[src/design/triangle_tangent_basis_core_macros.svh]
// Assertion macros shared by the tangent basis design files.
`ifndef TRIANGLE_TANGENT_BASIS_CORE_MACROS_SVH
`define TRIANGLE_TANGENT_BASIS_CORE_MACROS_SVH
`ifndef SYNTHESIS
`define TTB_ASSERT_IMP(label, clk, rst_n, pre, post) \
    label: assert property (@(posedge clk) disable iff (!rst_n) (pre) |-> (post)) \
        else $error("assertion failed");
`define TTB_ASSERT_NXT(label, clk, rst_n, pre, post) \
    label: assert property (@(posedge clk) disable iff (!rst_n) (pre) |=> (post)) \
        else $error("assertion failed");
`else
`define TTB_ASSERT_IMP(label, clk, rst_n, pre, post)
`define TTB_ASSERT_NXT(label, clk, rst_n, pre, post)
`endif
`endif

[src/design/ttb_pkg.sv]
package ttb_pkg;
    typedef enum logic [2:0] {
        ST_COLLECT,
        ST_CROSS,
        ST_DET,
        ST_DIV,
        ST_NEXT,
        ST_OUT
    } t_state;

    typedef struct packed {
        logic load_corner;
        logic start_cross;
        logic start_div;
        logic next_comp;
        logic clear_out;
    } t_cmd;

    typedef struct packed {
        logic cross_done;
        logic det_zero;
        logic div_done;
        logic last_comp;
    } t_status;
endpackage

[src/design/ttb_ctrl.sv]
`include "triangle_tangent_basis_core_macros.svh"
module ttb_ctrl (
    input  logic              i_clk,
    input  logic              i_rst_n,
    input  logic              i_valid,
    output logic              o_stall,
    output logic              o_valid,
    input  logic              i_stall,
    output logic              o_degenerate,
    output logic              o_slot,
    output ttb_pkg::t_cmd     o_cmd,
    input  ttb_pkg::t_status  i_status
);
    import ttb_pkg::*;

    t_state r_state, n_state;
    logic [1:0] r_count;
    logic r_degen;
    logic acc;

    assign acc = i_valid && !o_stall;

    always_comb begin
        n_state = r_state;
        unique case (r_state)
            ST_COLLECT: if (acc && r_count == 2'd2) n_state = ST_CROSS;
            ST_CROSS:   if (i_status.cross_done) n_state = ST_DET;
            ST_DET:     n_state = i_status.det_zero ? ST_OUT : ST_DIV;
            ST_DIV:     if (i_status.div_done) n_state = i_status.last_comp ? ST_OUT : ST_NEXT;
            ST_NEXT:    n_state = ST_DIV;
            ST_OUT:     if (!i_stall) n_state = ST_COLLECT;
            default:    n_state = ST_COLLECT;
        endcase
    end

    always_comb begin
        o_cmd = '0;
        o_stall = 1'b1;
        o_valid = 1'b0;
        unique case (r_state)
            ST_COLLECT: begin
                o_stall = 1'b0;
                o_cmd.load_corner = acc && r_count != 2'd2;
                o_cmd.start_cross = acc && r_count == 2'd2;
                o_cmd.clear_out = acc && r_count == 2'd2;
            end
            ST_DET:  o_cmd.start_div = !i_status.det_zero;
            ST_DIV:  o_cmd.next_comp = i_status.div_done;
            ST_NEXT: o_cmd.start_div = 1'b1;
            ST_OUT:  o_valid = 1'b1;
            default: o_valid = 1'b0;
        endcase
    end

    always_ff @(posedge i_clk) begin
        if (!i_rst_n) begin
            r_state <= ST_COLLECT;
            r_count <= '0;
            r_degen <= 1'b0;
        end else begin
            r_state <= n_state;
            if (acc) r_count <= (r_count == 2'd2) ? 2'd0 : r_count + 2'd1;
            if (r_state == ST_DET) r_degen <= i_status.det_zero;
        end
    end

    assign o_slot = r_count[0];
    assign o_degenerate = r_degen;

    `TTB_ASSERT_IMP(a_count_ok, i_clk, i_rst_n, 1'b1, r_count != 2'd3)
    `TTB_ASSERT_NXT(a_out_holds, i_clk, i_rst_n, o_valid && i_stall, o_valid)
    `TTB_ASSERT_IMP(a_stall_busy, i_clk, i_rst_n, r_state != ST_COLLECT, o_stall)
endmodule

[config.mk]
export PLATFORM = sky130hd
export DESIGN_NAME = ttb_ctrl
export DESIGN_NICKNAME = d
export VERILOG_FILES = /design/src/design/ttb_pkg.sv /design/src/design/ttb_ctrl.sv
export VERILOG_INCLUDE_DIRS = /design/src /design/src/design
export SDC_FILE = /design/constraint.sdc
export NUM_CORES = 1
export LEC_CHECK = 0
export ABC_AREA = 0
export BUFFER_PORTS_ARGS = -buffer_cell sky130_fd_sc_hd__buf_2
export CAP_MARGIN = 20
export CORE_UTILIZATION = 30
export CTS_CLUSTER_DIAMETER = 80
export DETAILED_ROUTE_END_ITERATION = 12
export GPL_TIMING_DRIVEN = 0
export SLEW_MARGIN = 0
export SYNTH_ARGS = -nofsm -noshare
export SYNTH_HDL_FRONTEND = slang
export SYNTH_SLANG_ARGS = --single-unit
export TNS_END_PERCENT = 20
[constraint.sdc]
create_clock -name i_clk -period 1.9 [get_ports i_clk]
set_input_delay 0.095 -clock i_clk [delete_from_list [all_inputs] [get_ports i_clk]]
set_output_delay 0.095 -clock i_clk [all_outputs]
set_load 0.02 [all_outputs]
# [Yosys cells after proc, flatten, opt, wreduce, memory -nomap -nowiden]
# Cells that the tools add are included.
[totals] reg_bits=6 out_inout_bits=9
[op_classes] addsub=1 n_eq_ne=11 n_mux=14 n_reduce_logical=6
[ops] cell="$pmux 3 s6" count=1
[ops] cell="$mux 3" count=5
[ops] cell="$ne 2x2->1 const B" count=4
[ops] cell="$eq 3x2->1 const B" count=2
[ops] cell="$eq 3x3->1 const B" count=2
[ops] cell="$mux 1" count=5
[ops] cell="$mux 2" count=2
[ops] cell="$reduce_and 4->1" count=1
[ops] cell="$eq 3x1->1 const B" count=1
[ops] cell="$logic_and 1x1->1" count=3
[ops] cell="$logic_not 3->1" count=1
[ops] cell="$add 2x1->2 const B" count=1
[ops] cell="$eq 2x2->1 const B" count=1
[ops] cell="$ne 2x1->1 const B" count=1
[ops] cell="$pmux 1 s2" count=1
[ops] cell="$logic_not 1->1" count=1

# [Depth between registers and ports, before layout]
# Gate-level depths: netlist of the first run.
[depth] ltp_word=5 depth_mapped=6 mapped_depth_nobuf=4

# [Least setup slack after synthesis of the first run]
# OpenSTA, ideal clock, no wires.
[synth_timing] path_type="register -> output" startpoint="register r_state[2]" endpoint="output o_cmd[3] (netlist bit)" arrival_ns=1.912 required_time_ns=1.805 slack_ns=-0.107 path_stages_with_launch=6 n_path_buf=3 cell_sequence="dfxtp_1 -> buf_6 -> or4b_1 -> buf_2 -> nor3b_1 -> buf_4"
[synth_rtl] element="from (decl)" line_no="ttb_ctrl.sv:16" rtl="t_state r_state, n_state;"
[synth_rtl] element="from (signal assigned)" line_no="ttb_ctrl.sv:61" rtl="r_state <= n_state;"
[synth_rtl] element="to (decl)" line_no="ttb_ctrl.sv:11" rtl="output ttb_pkg::t_cmd o_cmd,"

==> results.cfg, run 1 <==
[die]
die_h_um = 39.1
coreArea_um2 = 1280
start_util = 0.321
die_w_um = 39.1
row_count = 13
pin_count = 17
die_area_um2 = 1530

[synthesis]
synth_top_family_by_area = simple AND/OR/NAND/NOR gates
ys_ff_latch = 6
syn_area_per_cell_um2 = 7.51
yosys.area.top_type_share = 0.291
yosysSeqAreaShare = 0.291
synthCells = 55
synth_adder_area_share = 0
synth-simple-area-share = 0.315
synth.distinct_cells = 27
synth.largest_area_cell = dfxtp_1
yosys-top-cells-area = dfxtp_1, mux2i_1, nand2_1, o21ai_0, nor2b_1
muxShareOfSynthArea = 0.0727
synth_compound_area_frac = 0.209
synth_xor_area_frac = 0
yosys_warnings = 0
syn_area_um2 = 413
syn_nets = 63

[run_status]
status = complete, no violations

[layout]
multiInputGateArea_um2 = 255
syn2layout_area_growth_pct = 31.8
nets = 83
layout_commonest_cell = buf_2
utilization = 0.424
final-seq-area_um2 = 120
num_antenna_cells = 0
layout-drive-gt1-share = 0.329
final_cell_mix = buf_2, nand2_1, dfxtp_1
n_fill_cell = 138

[placement]
routabilityCongestion = 0.647
place_ws_ns = 0.260
io_buffers = 16
post-dp-hpwl_um = 608

[timing]
setup_slack_ns = 0.107
grt_setup_unrepaired = no
max_clock_freq_ghz = 0.558
worst_pin_slew_ns = 0.381
period_needed_ns = 1.79
drv_slew = 0
setup_violations = 0
slew_headroom = 0.746
hold_viol_final = 0
tns_ns = 0
fin_skew_ns = 0.00456
whs_ns = 0.147
fin_crit_sh = 0.943

[critical_path]
r2r_slack_ns = 0.32
reg2regPathDepth = 5
critical_path_class = reg -> out
crit_path_end_kind = output port
cp_max_fo = 10
rr_startpoint = r_state[2]
critPathRequiredTime_ns = 1.80
cp-start-kind = flop
r2r_end = r_count[1]
crit_arrival_ns = 1.70

[drt]
drt-total-wl_um = 780
postRouteAntennaNets = 0
drc = 0
dr.pass1.iters = 4
avgViaCountPerCell = 4.97
drt-initial-drc-count = 4
vias = 437
wire_per_inst_um = 8.86

[clocking]
cts_tree = done
clkTransAtPathRegs_ns = 0.05
worstSkewPairLatency_ns = 0.24
cts_root_buf = clkbuf_4
htreeDepth = 1
ctsHoldBuffers = 0
max-clock-path-buffers = 2
cts_buffers = 3
cts_sinks = 6

[min_path]
hold_path_class = in -> reg
hold_end = r_state[2]
min_path_cells = 2
hp-start = i_rst_n

[grt]
track_usage = 0.121
grt_pass1_wl_mm = 1.20
antenna_found_initial = 0
overflow = 0
grt_start_max_net_pins = 11
grt_pass1_vias = 298

[power]
total_power_mw = 0.306
power_density_nw_per_um2 = 563
total_leakage_power_nw = 0.250
peakVddDrop_uv = 354

[job]
cap_viol_max_count = 0
==> per-stage QoR <==
step | instance area [um2] | instances
6_report | 544 | 88
5_1_grt | 544 | 88
4_1_cts | 542 | 89
3_5_place_dp | 517 | 86
3_3_place_gp | 517 | 86
2_1_floorplan | 418 | 55
==> layer usage <==
layer,up-vias,share of wire,GRT usage
met5,-,0,0
met4,0,0,0
met3,0,0.083,0.104
met2,15,0.43,0.158
met1,197,0.49,0.158
li1,225,-,-
==> state kept, by name, summed over array words and instances (netlist names) <==
register      flops
o_degenerate      1
r_count           2
r_state           3
==> worst max path at each step <==
| stage | endpoint | startpoint | slack (ns) |
|---|---|---|---|
| after floorplan | o_cmd[3] | r_state[2] | 0.15 |
| after global placement | o_cmd[3] | r_state[2] | 0.27 |
| after detailed placement | o_cmd[3] | r_state[2] | 0.26 |
| after CTS | o_cmd[3] | r_state[2] | 0.01 |
| after global routing | o_cmd[0] | r_state[2] | 0.04 |
| final | o_cmd[0] | r_state[2] | 0.11 |
==> cells in the mapped netlist <==
cell type  number
a21boi_1        1
a21o_1          1
a21oi_1         3
a31o_2          1
and2_1          1
and3b_1         1
buf_2           1
buf_4           1
buf_6           1
clkbuf_1        2
dfxtp_1         6
inv_1           4
mux2i_1         3
nand2_1         6
nand2b_1        1
nand3_1         1
nand3b_1        1
nor2_1          4
nor2b_1         3
nor3_1          2
nor3b_1         1
o2111a_1        1
o2111ai_1       1
o211ai_1        1
o21ai_0         4
or3_1           2
or4b_1          1
==> logic make-up after synthesis <==
family,Yosys count
simple gates,24
compound gates,13
buf+inv,9
flops,6
mux,3
==> cell type report <==
cell class                      count  share of cell area
Buffer                              4              0.0552
Clock buffer                        3              0.0414
Inverter                            4              0.0276
Multi-Input combinational cell     40               0.469
Sequential cell                     6               0.221
Tap cell                           15              0.0345
Timing Repair Buffer               16               0.152
==> critical path: stages (launching register included) <==
cell     delay [ns]
dfxtp_1        0.30
buf_6          0.13
or4b_4         0.53
buf_6          0.14
nor3b_2        0.17
buf_2          0.19
==> power by group <==
group	total [mW]	internal, mW	switching, mW	leakage (nW)
Clock	0.118	0.0715	0.0461	0.0138
Combinational	0.0538	0.0260	0.0278	0.188
Sequential	0.135	0.130	0.00461	0.0487
==> what timing repair did <==
| action | 4_1_cts | 5_1_grt |
|---|---|---|
| setup endpoints to repair | 1 | 1 |
| gates resized for setup | 1 | 3 |
| buffers inserted | 0 | 0 |
| cloned | 0 | 0 |
| pin swaps | 0 | 1 |
(Power assumes the default switching activity.)
==> inputs of run 2 (changes only) <==
- REMOVE_ABC_BUFFERS: default -> 1
==> run 2 against run 1 <==
  * Sequential cell count stayed put
  * Hold slack better by 0.010 ns
  * Combinational power is 14% lower
  * Count of clock-buffer cells in the layout unchanged
  * Final cell count shrank 4.5%
  * Worst setup slack better by 0.00071 ns
  * Clock power fell by 8%
  * First-iteration DRC count down 25%
  * Sequential share of layout area is 1.6 points higher
  * Global-route usage fell by 1.2 points
  * Fmax hardly changed
  * Via count is 9.8% lower
==> results.cfg, run 2 (synthesis results as in run 1) <==
[grt]
overflow = 0
track_usage = 0.110
grt_pass1_wl_mm = 1.14
grt_pass1_vias = 298
antenna_found_initial = 0
grt_start_max_net_pins = 14

[drt]
wire_per_inst_um = 9.00
drt-initial-drc-count = 3
postRouteAntennaNets = 0
dr.pass1.iters = 2
avgViaCountPerCell = 4.69
drc = 0
vias = 394
drt-total-wl_um = 756

[layout]
multiInputGateArea_um2 = 251
syn2layout_area_growth_pct = 23.0
final_cell_mix = buf_2, nand2_1, dfxtp_1
nets = 79
layout_commonest_cell = buf_2
largest_reg_flops = 3
final-seq-area_um2 = 120
instances_no_fill = 84
layout-drive-gt1-share = 0.304
n_fill_cell = 140
top_register = r_state
num_antenna_cells = 0
design_area_um2 = 508
utilization = 0.395

[timing]
max_clock_freq_ghz = 0.558
worst_pin_slew_ns = 0.377
drv_slew = 0
period_needed_ns = 1.79
setup_violations = 0
slew_headroom = 0.748
fin_skew_ns = 0.000994
grt_setup_unrepaired = no
setup_slack_ns = 0.108
hold_viol_final = 0
fin_crit_sh = 0.943

[die]
die_w_um = 39.1
start_util = 0.321
row_count = 13
die_area_um2 = 1530
coreArea_um2 = 1280
die_h_um = 39.1
pin_count = 17

[power]
power_density_nw_per_um2 = 575
total_leakage_power_nw = 0.235
peakVddDrop_uv = 209

[clocking]
max-clock-path-buffers = 2
cts_sinks = 6
cts_root_buf = clkbuf_4
cts_tree = done
worstSkewPairLatency_ns = 0.23
clkTransAtPathRegs_ns = 0.04
htreeDepth = 1
postCtsSetupRepairBufs = 0
cts_buffers = 3

[critical_path]
slowest_stage = or4b_1
crit_arrival_ns = 1.70
critPathRequiredTime_ns = 1.80
rr_startpoint = r_state[1]
cp_max_fo = 12
cp-start-kind = flop
crit_path_start = r_state[1]
crit_path_cell_trace = or4b_1 -> nor3b_2 -> buf_2
cp_slowest_stage_delay_ns = 0.65
critical_path_class = reg -> out
crit_path_end_kind = output port

[placement]
place_inst = 81
post-dp-hpwl_um = 569
place_area_um2 = 480
io_buffers = 16
routabilityCongestion = 0.651
place_ws_ns = 0.325

[job]
cap_viol_max_count = 0

[min_path]
hp-start = i_rst_n
hold_path_class = in -> reg

[run_status]
status = complete, no violations
-- run 2: layout make-up --
cell class,instances,share of cell area
inverter,4,0.0296
timing repair buffer,16,0.158
sequential,6,0.236
clock buffer,3,0.0443
multi-input combinational,40,0.495
tap,15,0.0369
-- run 2: critical path, delay by kind of cell, from the launching register on --
family	cells	cell delay (ns)
buf+inv	1	0.19
flops	1	0.40
simple gates	2	0.88
-- run 2: layer usage --
| layer | track usage | part of all wire |
|---|---|---|
| met1 | 0.137 | 0.51 |
| met2 | 0.167 | 0.44 |
| met3 | 0.0173 | 0.042 |
| met4 | 0.0776 | 0 |
| met5 | 0 | 0 |
-- run 2: where the power goes --
group	switching, mW	internal, mW
clock	0.0377	0.0709
combinational	0.0251	0.0214
sequential	0.00665	0.131
total	0.0694	0.223
-- run 2: repair_timing --
action | in CTS | in global routing
resized for setup | 0 | 1
hold buffers | 0 | 0
endpoints found under the setup margin | 0 | 2
-- run 2: final timing paths --
path | slack, ns | to | cells past startpoint
worst max-delay path | 0.11 | o_cmd[0] | 3
worst min-delay path | 0.16 | r_state[2] | 2
worst max register to register | 0.31 | r_count[1] | 3
worst min register to register | 0.51 | o_degenerate | 2
-- run 2: per-stage QoR --
stage / setup TNS, ns / total power, mW / hold slack, ns
after floorplan: -0.295 / 0.166 / 0.217
after global placement: 0 / 0.185 / 0.398
after detailed placement: 0 / 0.185 / 0.404
after CTS: 0 / 0.299 / 0.164
after global routing: 0 / 0.313 / 0.167
final: 0 / 0.292 / 0.157
